[config.mk]
export PLATFORM = sky130hd
export DESIGN_NAME = xmodem_packet_receiver
export DESIGN_NICKNAME = d
export VERILOG_FILES = /design/src/rtl/xpr_pkg.sv /design/src/rtl/xmodem_packet_receiver.sv /design/src/rtl/xpr_front.sv /design/src/rtl/xpr_queue.sv /design/src/rtl/xpr_back.sv
export SDC_FILE = /design/constraint.sdc
export NUM_CORES = 1
export LEC_CHECK = 0
export BUFFER_PORTS_ARGS = -buffer_cell sky130_fd_sc_hd__buf_2
export CORE_UTILIZATION = 63
export DETAILED_ROUTE_END_ITERATION = 6
export PLACE_DENSITY = 0.85
export SLEW_MARGIN = 25
export SYNTH_ARGS = -nofsm -noshare
export SYNTH_HDL_FRONTEND = slang
export SYNTH_HIERARCHICAL = 1
export SYNTH_SLANG_ARGS = --single-unit
[constraint.sdc]
create_clock -name clk -period 7.55 [get_ports clk]
set_input_delay 1.51 -clock clk [delete_from_list [all_inputs] [get_ports clk]]
set_output_delay 1.51 -clock clk [all_outputs]
set_load 0.02 [all_outputs]
[src/rtl/xpr_pkg.sv]
package xpr_pkg;

  localparam int PACKET_BYTES_DEFAULT = 128;

  localparam logic [7:0] CH_SOH = 8'h01;
  localparam logic [7:0] CH_EOT = 8'h04;
  localparam logic [7:0] CH_ACK = 8'h06;
  localparam logic [7:0] CH_NAK = 8'h15;

  localparam logic [23:0] CNT_MAX = 24'hFF_FFFF;
  localparam logic [23:0] IDLE_LIMIT_RESET = 24'd1000000;
  localparam logic [7:0] FIRST_SEQ_RESET = 8'h00;

  localparam logic CFG_FIRST_SEQ = 1'b0;
  localparam logic CFG_IDLE_LIMIT = 1'b1;

  localparam logic [1:0] OP_START = 2'd0;
  localparam logic [1:0] OP_ACK = 2'd1;
  localparam logic [1:0] OP_BYTE = 2'd2;
  localparam logic [1:0] OP_TICK = 2'd3;

  typedef enum logic [1:0] {
    K_START,
    K_ACK,
    K_BYTE,
    K_TICK
  } kind_t;

  typedef enum logic [2:0] {
    PH_IDLE,
    PH_WAIT,
    PH_SEQ,
    PH_CSEQ,
    PH_DATA,
    PH_SUM,
    PH_DONE
  } phase_t;

  typedef enum logic [2:0] {
    EV_DATA = 3'd0,
    EV_GOOD = 3'd1,
    EV_BAD = 3'd2,
    EV_FINISH = 3'd3,
    EV_NOTRANS = 3'd4,
    EV_STATEERR = 3'd5,
    EV_CMD = 3'd6
  } ev_t;

  typedef struct packed {
    kind_t kind;
    logic [7:0] rx;
    logic is_soh;
    logic is_eot;
  } item_t;

  typedef struct packed {
    ev_t ev;
    logic [7:0] data_byte;
    logic [6:0] byte_index;
    logic [7:0] packet_seq;
    logic tx_valid;
    logic [7:0] tx_byte;
  } res_t;

  typedef struct packed {
    logic en;
    logic index;
    logic [23:0] data;
  } cfg_wr_t;

endpackage

[src/rtl/xmodem_packet_receiver.sv]
// XMODEM checksum receiver. Each input word is a command, a received byte or an idle tick, and
// the block takes one word per clock cycle while input stall is low. A word is classified on
// entry and placed in a two-entry queue; the receive state machine behind it handles one word
// per cycle unless output stall holds a result. Input stall rises only when the queue is full,
// which happens only while results are held back by output stall. Configuration writes are taken
// in any cycle and should be made while the block is idle.
module xmodem_packet_receiver
  import xpr_pkg::*;
#(
  parameter int PACKET_BYTES = PACKET_BYTES_DEFAULT
) (
  input  logic        clk,
  input  logic        rst,
  input  logic        cfg_valid,
  output logic        cfg_ready,
  input  logic        cfg_index,
  input  logic [23:0] cfg_data,
  input  logic        in_valid,
  output logic        in_stall,
  input  logic [1:0]  opcode,
  input  logic [7:0]  rx_byte,
  output logic        out_valid,
  input  logic        out_stall,
  output logic [2:0]  event_res,
  output logic [7:0]  data_byte,
  output logic [6:0]  byte_index,
  output logic [7:0]  packet_seq,
  output logic        tx_valid,
  output logic [7:0]  tx_byte
);

  item_t front_item;
  item_t q_item;
  logic q_full;
  logic q_valid;
  logic q_pop;
  logic in_accept;
  cfg_wr_t cfg;
  res_t res;

  assign cfg_ready = 1'b1;
  assign cfg.en = cfg_valid;
  assign cfg.index = cfg_index;
  assign cfg.data = cfg_data;

  assign in_stall = q_full;
  assign in_accept = in_valid && !q_full;

  xpr_front u_front (
    .opcode (opcode),
    .rx_byte(rx_byte),
    .item   (front_item)
  );

  xpr_queue u_queue (
    .clk      (clk),
    .rst      (rst),
    .push     (in_accept),
    .push_item(front_item),
    .full     (q_full),
    .pop      (q_pop),
    .not_empty(q_valid),
    .head     (q_item)
  );

  xpr_back #(
    .PACKET_BYTES(PACKET_BYTES)
  ) u_back (
    .clk      (clk),
    .rst      (rst),
    .cfg      (cfg),
    .q_valid  (q_valid),
    .q_item   (q_item),
    .q_pop    (q_pop),
    .out_valid(out_valid),
    .out_stall(out_stall),
    .res      (res)
  );

  assign event_res = res.ev;
  assign data_byte = res.data_byte;
  assign byte_index = res.byte_index;
  assign packet_seq = res.packet_seq;
  assign tx_valid = res.tx_valid;
  assign tx_byte = res.tx_byte;

  a_pop_needs_entry: assert property (@(posedge clk) disable iff (rst)
    q_pop |-> q_valid)
    else $error("queue popped while empty");

  a_accept_reaches_queue: assert property (@(posedge clk) disable iff (rst)
    in_accept |=> q_valid)
    else $error("accepted word missing from queue");

  a_tx_only_on_control: assert property (@(posedge clk) disable iff (rst)
    (out_valid && tx_valid) |->
      (event_res == EV_BAD || event_res == EV_FINISH || event_res == EV_CMD))
    else $error("transmit request on an event that sends nothing");

  a_data_fields_clean: assert property (@(posedge clk) disable iff (rst)
    (out_valid && event_res == EV_DATA) |-> (!tx_valid && packet_seq == 8'd0))
    else $error("data event carries control fields");

endmodule

[src/rtl/xpr_front.sv]
module xpr_front
  import xpr_pkg::*;
(
  input  logic [1:0] opcode,
  input  logic [7:0] rx_byte,
  output item_t      item
);

  always_comb begin
    item = '0;
    item.rx = rx_byte;
    item.is_soh = (rx_byte == CH_SOH);
    item.is_eot = (rx_byte == CH_EOT);
    case (opcode)
      OP_START: item.kind = K_START;
      OP_ACK:   item.kind = K_ACK;
      OP_BYTE:  item.kind = K_BYTE;
      OP_TICK:  item.kind = K_TICK;
      default:  item.kind = K_TICK;
    endcase
  end

endmodule

[src/rtl/xpr_queue.sv]
module xpr_queue
  import xpr_pkg::*;
(
  input  logic  clk,
  input  logic  rst,
  input  logic  push,
  input  item_t push_item,
  output logic  full,
  input  logic  pop,
  output logic  not_empty,
  output item_t head
);

  localparam int DEPTH = 2;

  item_t entries [DEPTH];
  logic wr_ptr;
  logic rd_ptr;
  logic [1:0] count;

  assign full = (count == 2'(DEPTH));
  assign not_empty = (count != 2'd0);
  assign head = entries[rd_ptr];

  always_ff @(posedge clk) begin
    if (push) begin
      entries[wr_ptr] <= push_item;
    end
  end

  always_ff @(posedge clk) begin
    if (rst) begin
      wr_ptr <= 1'b0;
      rd_ptr <= 1'b0;
      count <= 2'd0;
    end else begin
      if (push) begin
        wr_ptr <= ~wr_ptr;
      end
      if (pop) begin
        rd_ptr <= ~rd_ptr;
      end
      if (push && !pop) begin
        count <= count + 2'd1;
      end else if (pop && !push) begin
        count <= count - 2'd1;
      end
    end
  end

endmodule

[src/rtl/xpr_back.sv]
module xpr_back
  import xpr_pkg::*;
#(
  parameter int PACKET_BYTES = PACKET_BYTES_DEFAULT
) (
  input  logic    clk,
  input  logic    rst,
  input  cfg_wr_t cfg,
  input  logic    q_valid,
  input  item_t   q_item,
  output logic    q_pop,
  output logic    out_valid,
  input  logic    out_stall,
  output res_t    res
);

  localparam int CW = (PACKET_BYTES > 1) ? $clog2(PACKET_BYTES) : 1;

  phase_t phase, phase_next;
  logic [7:0] expected_seq, expected_seq_next;
  logic header_error, header_error_next;
  logic [7:0] running_sum, running_sum_next;
  logic [CW-1:0] data_count, data_count_next;
  logic [23:0] idle_count, idle_count_next;
  logic [23:0] idle_limit, idle_limit_next;
  logic out_valid_next;
  res_t res_next;
  res_t r;
  logic emit;

  assign q_pop = q_valid && (!out_valid || !out_stall);

  always_ff @(posedge clk) begin
    if (rst) begin
      phase <= PH_IDLE;
      expected_seq <= FIRST_SEQ_RESET;
      header_error <= 1'b0;
      running_sum <= 8'd0;
      data_count <= '0;
      idle_count <= 24'd0;
      idle_limit <= IDLE_LIMIT_RESET;
      out_valid <= 1'b0;
    end else begin
      phase <= phase_next;
      expected_seq <= expected_seq_next;
      header_error <= header_error_next;
      running_sum <= running_sum_next;
      data_count <= data_count_next;
      idle_count <= idle_count_next;
      idle_limit <= idle_limit_next;
      out_valid <= out_valid_next;
    end
  end

  always_ff @(posedge clk) begin
    res <= res_next;
  end

  always_comb begin
    phase_next = phase;
    expected_seq_next = expected_seq;
    header_error_next = header_error;
    running_sum_next = running_sum;
    data_count_next = data_count;
    idle_count_next = idle_count;
    idle_limit_next = idle_limit;
    r = '0;
    r.ev = EV_DATA;
    emit = 1'b0;

    if (q_pop) begin
      case (q_item.kind)
        K_START, K_ACK: begin
          phase_next = PH_WAIT;
          idle_count_next = 24'd0;
          emit = 1'b1;
          r.ev = EV_CMD;
          r.tx_valid = 1'b1;
          r.tx_byte = (q_item.kind == K_START) ? CH_NAK : CH_ACK;
        end
        default: begin
          if (phase == PH_IDLE) begin
            emit = 1'b1;
            r.ev = EV_STATEERR;
          end else if (phase == PH_DONE) begin
            emit = 1'b0;
          end else if (q_item.kind == K_TICK) begin
            if (idle_count > idle_limit) begin
              idle_count_next = 24'd0;
              emit = 1'b1;
              r.ev = EV_NOTRANS;
            end else if (idle_count != CNT_MAX) begin
              idle_count_next = idle_count + 24'd1;
            end
          end else begin
            case (phase)
              PH_WAIT: begin
                if (q_item.is_soh) begin
                  phase_next = PH_SEQ;
                  header_error_next = 1'b0;
                end else if (q_item.is_eot) begin
                  phase_next = PH_IDLE;
                  idle_count_next = 24'd0;
                  emit = 1'b1;
                  r.ev = EV_FINISH;
                  r.tx_valid = 1'b1;
                  r.tx_byte = CH_ACK;
                end
              end
              PH_SEQ: begin
                if (q_item.rx != expected_seq) begin
                  header_error_next = 1'b1;
                end
                phase_next = PH_CSEQ;
              end
              PH_CSEQ: begin
                if (q_item.rx != ~expected_seq) begin
                  header_error_next = 1'b1;
                end
                running_sum_next = 8'd0;
                data_count_next = '0;
                phase_next = PH_DATA;
              end
              PH_DATA: begin
                running_sum_next = running_sum + q_item.rx;
                data_count_next = data_count + CW'(1);
                if (data_count == CW'(PACKET_BYTES - 1)) begin
                  phase_next = PH_SUM;
                end
                emit = 1'b1;
                r.ev = EV_DATA;
                r.data_byte = q_item.rx;
                r.byte_index = 7'(data_count);
              end
              PH_SUM: begin
                emit = 1'b1;
                if (running_sum == q_item.rx && !header_error) begin
                  expected_seq_next = expected_seq + 8'd1;
                  phase_next = PH_DONE;
                  idle_count_next = 24'd0;
                  r.ev = EV_GOOD;
                  r.packet_seq = expected_seq;
                end else begin
                  phase_next = PH_WAIT;
                  r.ev = EV_BAD;
                  r.tx_valid = 1'b1;
                  r.tx_byte = CH_NAK;
                end
              end
              default: begin
                phase_next = PH_IDLE;
              end
            endcase
          end
        end
      endcase
    end

    if (cfg.en) begin
      if (cfg.index == CFG_FIRST_SEQ) begin
        expected_seq_next = cfg.data[7:0];
      end else begin
        idle_limit_next = cfg.data;
      end
    end

    out_valid_next = out_valid && out_stall;
    res_next = res;
    if (q_pop && emit) begin
      out_valid_next = 1'b1;
      res_next = r;
    end
  end

endmodule

# Word level (Yosys, flattened, before mapping)
# Memory sizes are Yosys's and may differ from the RTL's. A register that Yosys moved wholly into a read port is not among the register bits.
# Cells that the tools add are included.
# totals
input_bits,40
regBits,115
ram_bits,24
wordCells,171
out_inout_bits,38
n_memories,1
# memory_table
memory,depth,width,rd,rd_ports_with_merged_regs,write_ports,line_no,rtl
u_queue.entries,2,12,1,1,1,xpr_queue.sv:16,item_t entries [DEPTH];
# classes
eq_ne,31
order_cmp,1
reduce_logical,32
mux,71
n_bitwise,11
addsub,6
# ops
cell,count
$mux 24,9
$mux 8,11
$pmux 24 s2,1
$mux 9,5
$mux 3,13
$mux 35,1
$mux 32,1
$add 24x1->24 const B,1
$gt 24x24->1,1
$ne 24x24->1 const B,1
$pmux 9 s2,1
$mux 1,16
$ne 8x8->1,2
$pmux 8 s2,1
$mux 15,1
$pmux 3 s5,1
$pmux 7 s2,1
$reduce_and 6->1,2
$not 1->1,10
$eq 3x3->1 const B,3
$reduce_and 9->1,1
$add 8x1->8 const B,1
$add 8x8->8,1
$eq 2x2->1 const B,4
38 further kinds,63

# Logic depth before layout (Yosys ltp)
# depth
word_depth,11
depth_mapped,12
mapped_depth_nobuf,10

# Cells and area by module
# Netlist, hierarchy kept.
# by_module_without_submodules
module,cells_per_inst,n_inst,seq_area_each_um2,area_each_um2
xpr_back,638,1,2362.3,5604.1
xpr_queue,59,1,820.8,1071.0
xpr_front,14,1,0.0,103.8
xmodem_packet_receiver,3,1,0.0,25.0

# Worst setup path after synthesis
# OpenSTA, ideal clock, no wires.
# synth_timing
kind,reg2reg
start,register u_back.idle_limit[19]
end,register u_back/res[0] (netlist name)
path_stages_with_launch,11
path_buffers,0
setup_time_ns,0.430
t_arrival_ns,3.618
required_ns,7.120
period_less_slack_ns,4.048
setup_slack_ns,3.502
cell_sequence,dfxtp_1 > inv_1 > ha_1 > nand4_1 > nor4_1 > a21bo_2 > o21ai_0 > nor2_1 > o21bai_1 > nand2_1 > a31oi_1
# synth_between
elab_chain_cells,8
# synth_lines
element,line_no,rtl
from (decl),xpr_back.sv:25,"logic [23:0] idle_limit, idle_limit_next;"
from (signal assigned),xpr_back.sv:50,idle_limit <= idle_limit_next;
$gt 24x24->1,xpr_back.sv:88,if (idle_count > idle_limit) begin
$mux 1,xpr_back.sv:88,
$mux 1,xpr_back.sv:87,end else if (q_item.kind == K_TICK) begin
$mux 1,xpr_back.sv:85,end else if (phase == PH_DONE) begin
$mux 1,xpr_back.sv:82,if (phase == PH_IDLE) begin
$mux 1,xpr_back.sv:72,case (q_item.kind)
$mux 1,xpr_back.sv:71,if (q_pop) begin
$logic_and 1x1->1,xpr_back.sv:169,if (q_pop && emit) begin
# Every way passes these cells.
# A chain may end at the register's enable or synchronous reset.

==> results.py <==
metrics = {
    "setup_path": {
        "critPathRequiredTime_ns": 7.99,
        "worstSetupEndpointType": "register",
        "timing.setup.critical_path_class": "register to register",
        "worstPathMaxFanout": 18,
        "cp-start-kind": "register",
        "worst_ep_arrival_time_ns": 4.58,
    },
    "logic_synthesis": {
        "top_cells_by_area_in_the_synthesized_netlist": "dfxtp_1 24%, edfxtp_1 23%, ha_1 6.4%",
        "number_of_enable_flip_flop_cells_after_synthesis": 52,
        "synth_top_cell_by_area": "dfxtp_1",
        "synth_top_cell_area_share_pct": 23.83,
        "synth_cell_type_count": 61,
        "synthesis.yosys.warnings": 6,
        "postSynth.topFlopCell": "dfxtp_1",
        "async_reset_ff_share_pct": 0,
        "synth-seq-cells": 133,
        "synth.avg_cell_area_um2": 9.529,
        "mappedNetlistArea_um2": 6804,
        "synth_seq_area_share_pct": 46.78,
        "cells_after_synthesis": 714,
    },
    "finish": {
        "design_area_um2": 7715,
        "layout_commonest_cell": "nand2_1",
        "area.growth.synth_to_final_pct": 13.39,
        "drive_above_1_share_pct": 16.24,
        "antenna_diode_instance_count": 0,
        "mostFrequentLayoutCells": "87 x nand2_1, 81 x dfxtp_1, 72 x buf_2",
        "finish.net_count": 839,
    },
    "die": {
        "coreArea_um2": 10420,
        "chipWidth_um": 105.9,
        "die_height_um": 105.9,
        "die_area_um2": 11220,
        "io-pin-count": 78,
        "rows": 37,
        "start_util_pct": 65.32,
    },
    "timing": {
        "fin_clk_skew_ns": 0.009250,
        "min_period_over_period_pct": 54.76,
        "slew-limit-headroom_pct": 33.99,
        "period_needed_ns": 4.135,
        "final-hold-violation-count": 0,
        "layout_setup_ws_ns": 3.415,
        "achievable-frequency_mhz": 241.9,
        "rsz0062_at_grt": "no",
        "finalSetupViolCount": 0,
        "worst-slew-pin-transition_ns": 0.9882,
        "fin_tns_setup_ns": 0,
        "slew_violations": 0,
    },
    "status": {
        "result_of_the_run": "finished clean",
    },
    "grt": {
        "globalRouteOverflowTotal": 0,
        "grt_max_degree": 60,
        "grt_pass1_vias": 5300,
        "track_usage_pct": 29.13,
        "grt_antenna_before_repair": 0,
        "grt_first_pass_wirelength_um": 25250,
    },
    "routing": {
        "detailedRoute.firstIterationViolations": 569,
        "postRouteWirelength_um": 15440,
        "routed-via-count": 5506,
        "routedWlPerCell_um": 16.93,
        "postRouteAntennaNets": 0,
        "via_per_inst": 6.037,
        "drt-pass1-iter-count": 6,
        "drt_drc_violations_left": 0,
    },
    "min_path": {
        "worstHoldPathType": "register to register",
    },
    "power": {
        "leakage_nw": 2.987,
        "total_power_mw": 2.356,
        "power_density_nw_per_um2": 305.3,
        "vdd.ir_drop.worst_mv": 0.2281,
    },
    "clocking": {
        "cts-root-to-sink-buffers": 2,
        "ctsHoldBuffers": 0,
        "cts-root-buf": "clkbuf_8",
        "cts.reportedPaths.clkPinSlew_ns": 0.06,
        "htree_levels": 4,
        "cts_inserted_buffers": 17,
        "cts.repair.resized": 0,
        "tritoncts": "done",
        "clock_latency_ns": 0.53,
        "cts_setup_buffers": 0,
        "cts_sinks": 133,
    },
    "place": {
        "hpwlAfterDp_um": 10570,
        "detailed_place.area_um2": 7153,
        "io_buffers": 72,
        "gp_congestion": 0.9237,
        "detailedPlace.worstSlack_ns": 3.522,
    },
    "flow_run": {
        "maxCapViolations": 0,
    },
}
==> worst max-delay path, cell delays in order (launching register included) <==
cell      delay [ns]
dfxtp_1         0.66
mux2_2          0.44
ha_1            0.38
nor4_2          0.30
nand3_2         0.17
or3_4           0.39
a311oi_4        0.33
o31ai_4         0.26
or4b_4          0.59
or3_1           0.34
a21oi_1         0.18
==> state kept, by name, summed over array words and instances (netlist names), named ones only <==
register,cells
u_back/data_count,7
u_back/expected_seq,8
u_back/header_error,1
u_back/idle_count,24
u_back/idle_limit,24
u_back/out_valid,1
u_back/phase,3
u_back/res,28
u_back/running_sum,8
u_queue/count,2
u_queue/entries,24
u_queue/rd_ptr,1
u_queue/wr_ptr,1
==> per-layer routing <==
| metal | track usage (%) | share of wire (%) | vias to the layer above |
|---|---|---|---|
| li1 | - | - | 2602 |
| met1 | 38.35 | 44 | 2651 |
| met2 | 47.39 | 47 | 224 |
| met3 | 6.683 | 6.7 | 29 |
| met4 | 10.02 | 1.7 | 0 |
| met5 | 0 | 0 | - |
==> synth_stat cells, types with 3 or more instances <==
library cell and instances:
xor2_1 13, nand3b_1 8, nor2b_1 5, or3_1 4, o21a_1 4, mux2_2 12, nand4_1 16, a211oi_1 13
nor4_1 10, and2_1 27, nand3_1 17, clkbuf_1 27, buf_4 16, and4_1 6, dfxtp_1 81, buf_2 3
and3_1 4, xnor2_1 33, inv_1 29, ha_1 35, nor3_1 10, nor2_1 64, edfxtp_1 52, o21ai_0 14
a21o_1 6, or4_1 3, nor4_2 4, a22oi_1 7, nand2b_1 8, nand2_1 87, a21oi_1 51, a31oi_1 3
nor3b_1 3
==> per-stage QoR <==
step / hold slack (ns) / utilization [%] / std cells
after global placement: 0.4420 / 68.59 / 880
final: 0.4576 / 74.07 / 912
after CTS: 0.4552 / 74.07 / 912
after detailed placement: 0.4474 / 68.67 / 880
after floorplan: 0.4356 / - / 717
after global routing: 0.4668 / 74.07 / 912
==> power breakdown <==
group          switching, mW  internal (mW)  leakage (nW)
logic                  0.401          0.199          1.55
registers             0.0692          0.893          1.16
clock network          0.283          0.510         0.273
total                  0.754           1.60          2.99
==> final timing paths <==
kind / from / endpoint / cells after the start / slack [ns]
setup reg to reg: register / u_back/idle_count[19]$_SDFFE_PP0P_ / 10 / 3.42
setup / recovery: register / u_back/idle_count[19]$_SDFFE_PP0P_ / 10 / 3.42
hold / removal: u_back/idle_limit[4]$_SDFFE_PP0P_ / u_back/idle_limit[4]$_SDFFE_PP0P_ / 2 / 0.46
hold reg to reg: u_back/idle_limit[4]$_SDFFE_PP0P_ / u_back/idle_limit[4]$_SDFFE_PP0P_ / 2 / 0.46
==> area by class of cell <==
cell class | count | area (µm²)
multi-input cells | 507 | 3308
flip-flops and latches | 133 | 3183
fillers | 739 | 2701
clock buffers | 26 | 457.9
repair buffers | 75 | 382.9
well taps | 136 | 170.2
inverters | 29 | 108.9
clock inverters | 6 | 103.9
==> cell families (layout without fill, tap and decap cells) <==
logic type               count (synthesis)  after routing  share of synthesized area, %
AO/OA/AOI/OAI                          117            117                         11.03
XOR/XNOR                                46             46                         5.921
adder cells (fa/ha/maj)                 36             36                         6.730
buffers and inverters                   77            136                         5.186
flip-flops                             133            133                         46.78
multiplexers                            14             14                         2.280
other                                    2              5                        0.1104
AND/OR/NAND/NOR                        289            289                         21.96
Note: power is estimated with default switching activity, not from simulation.
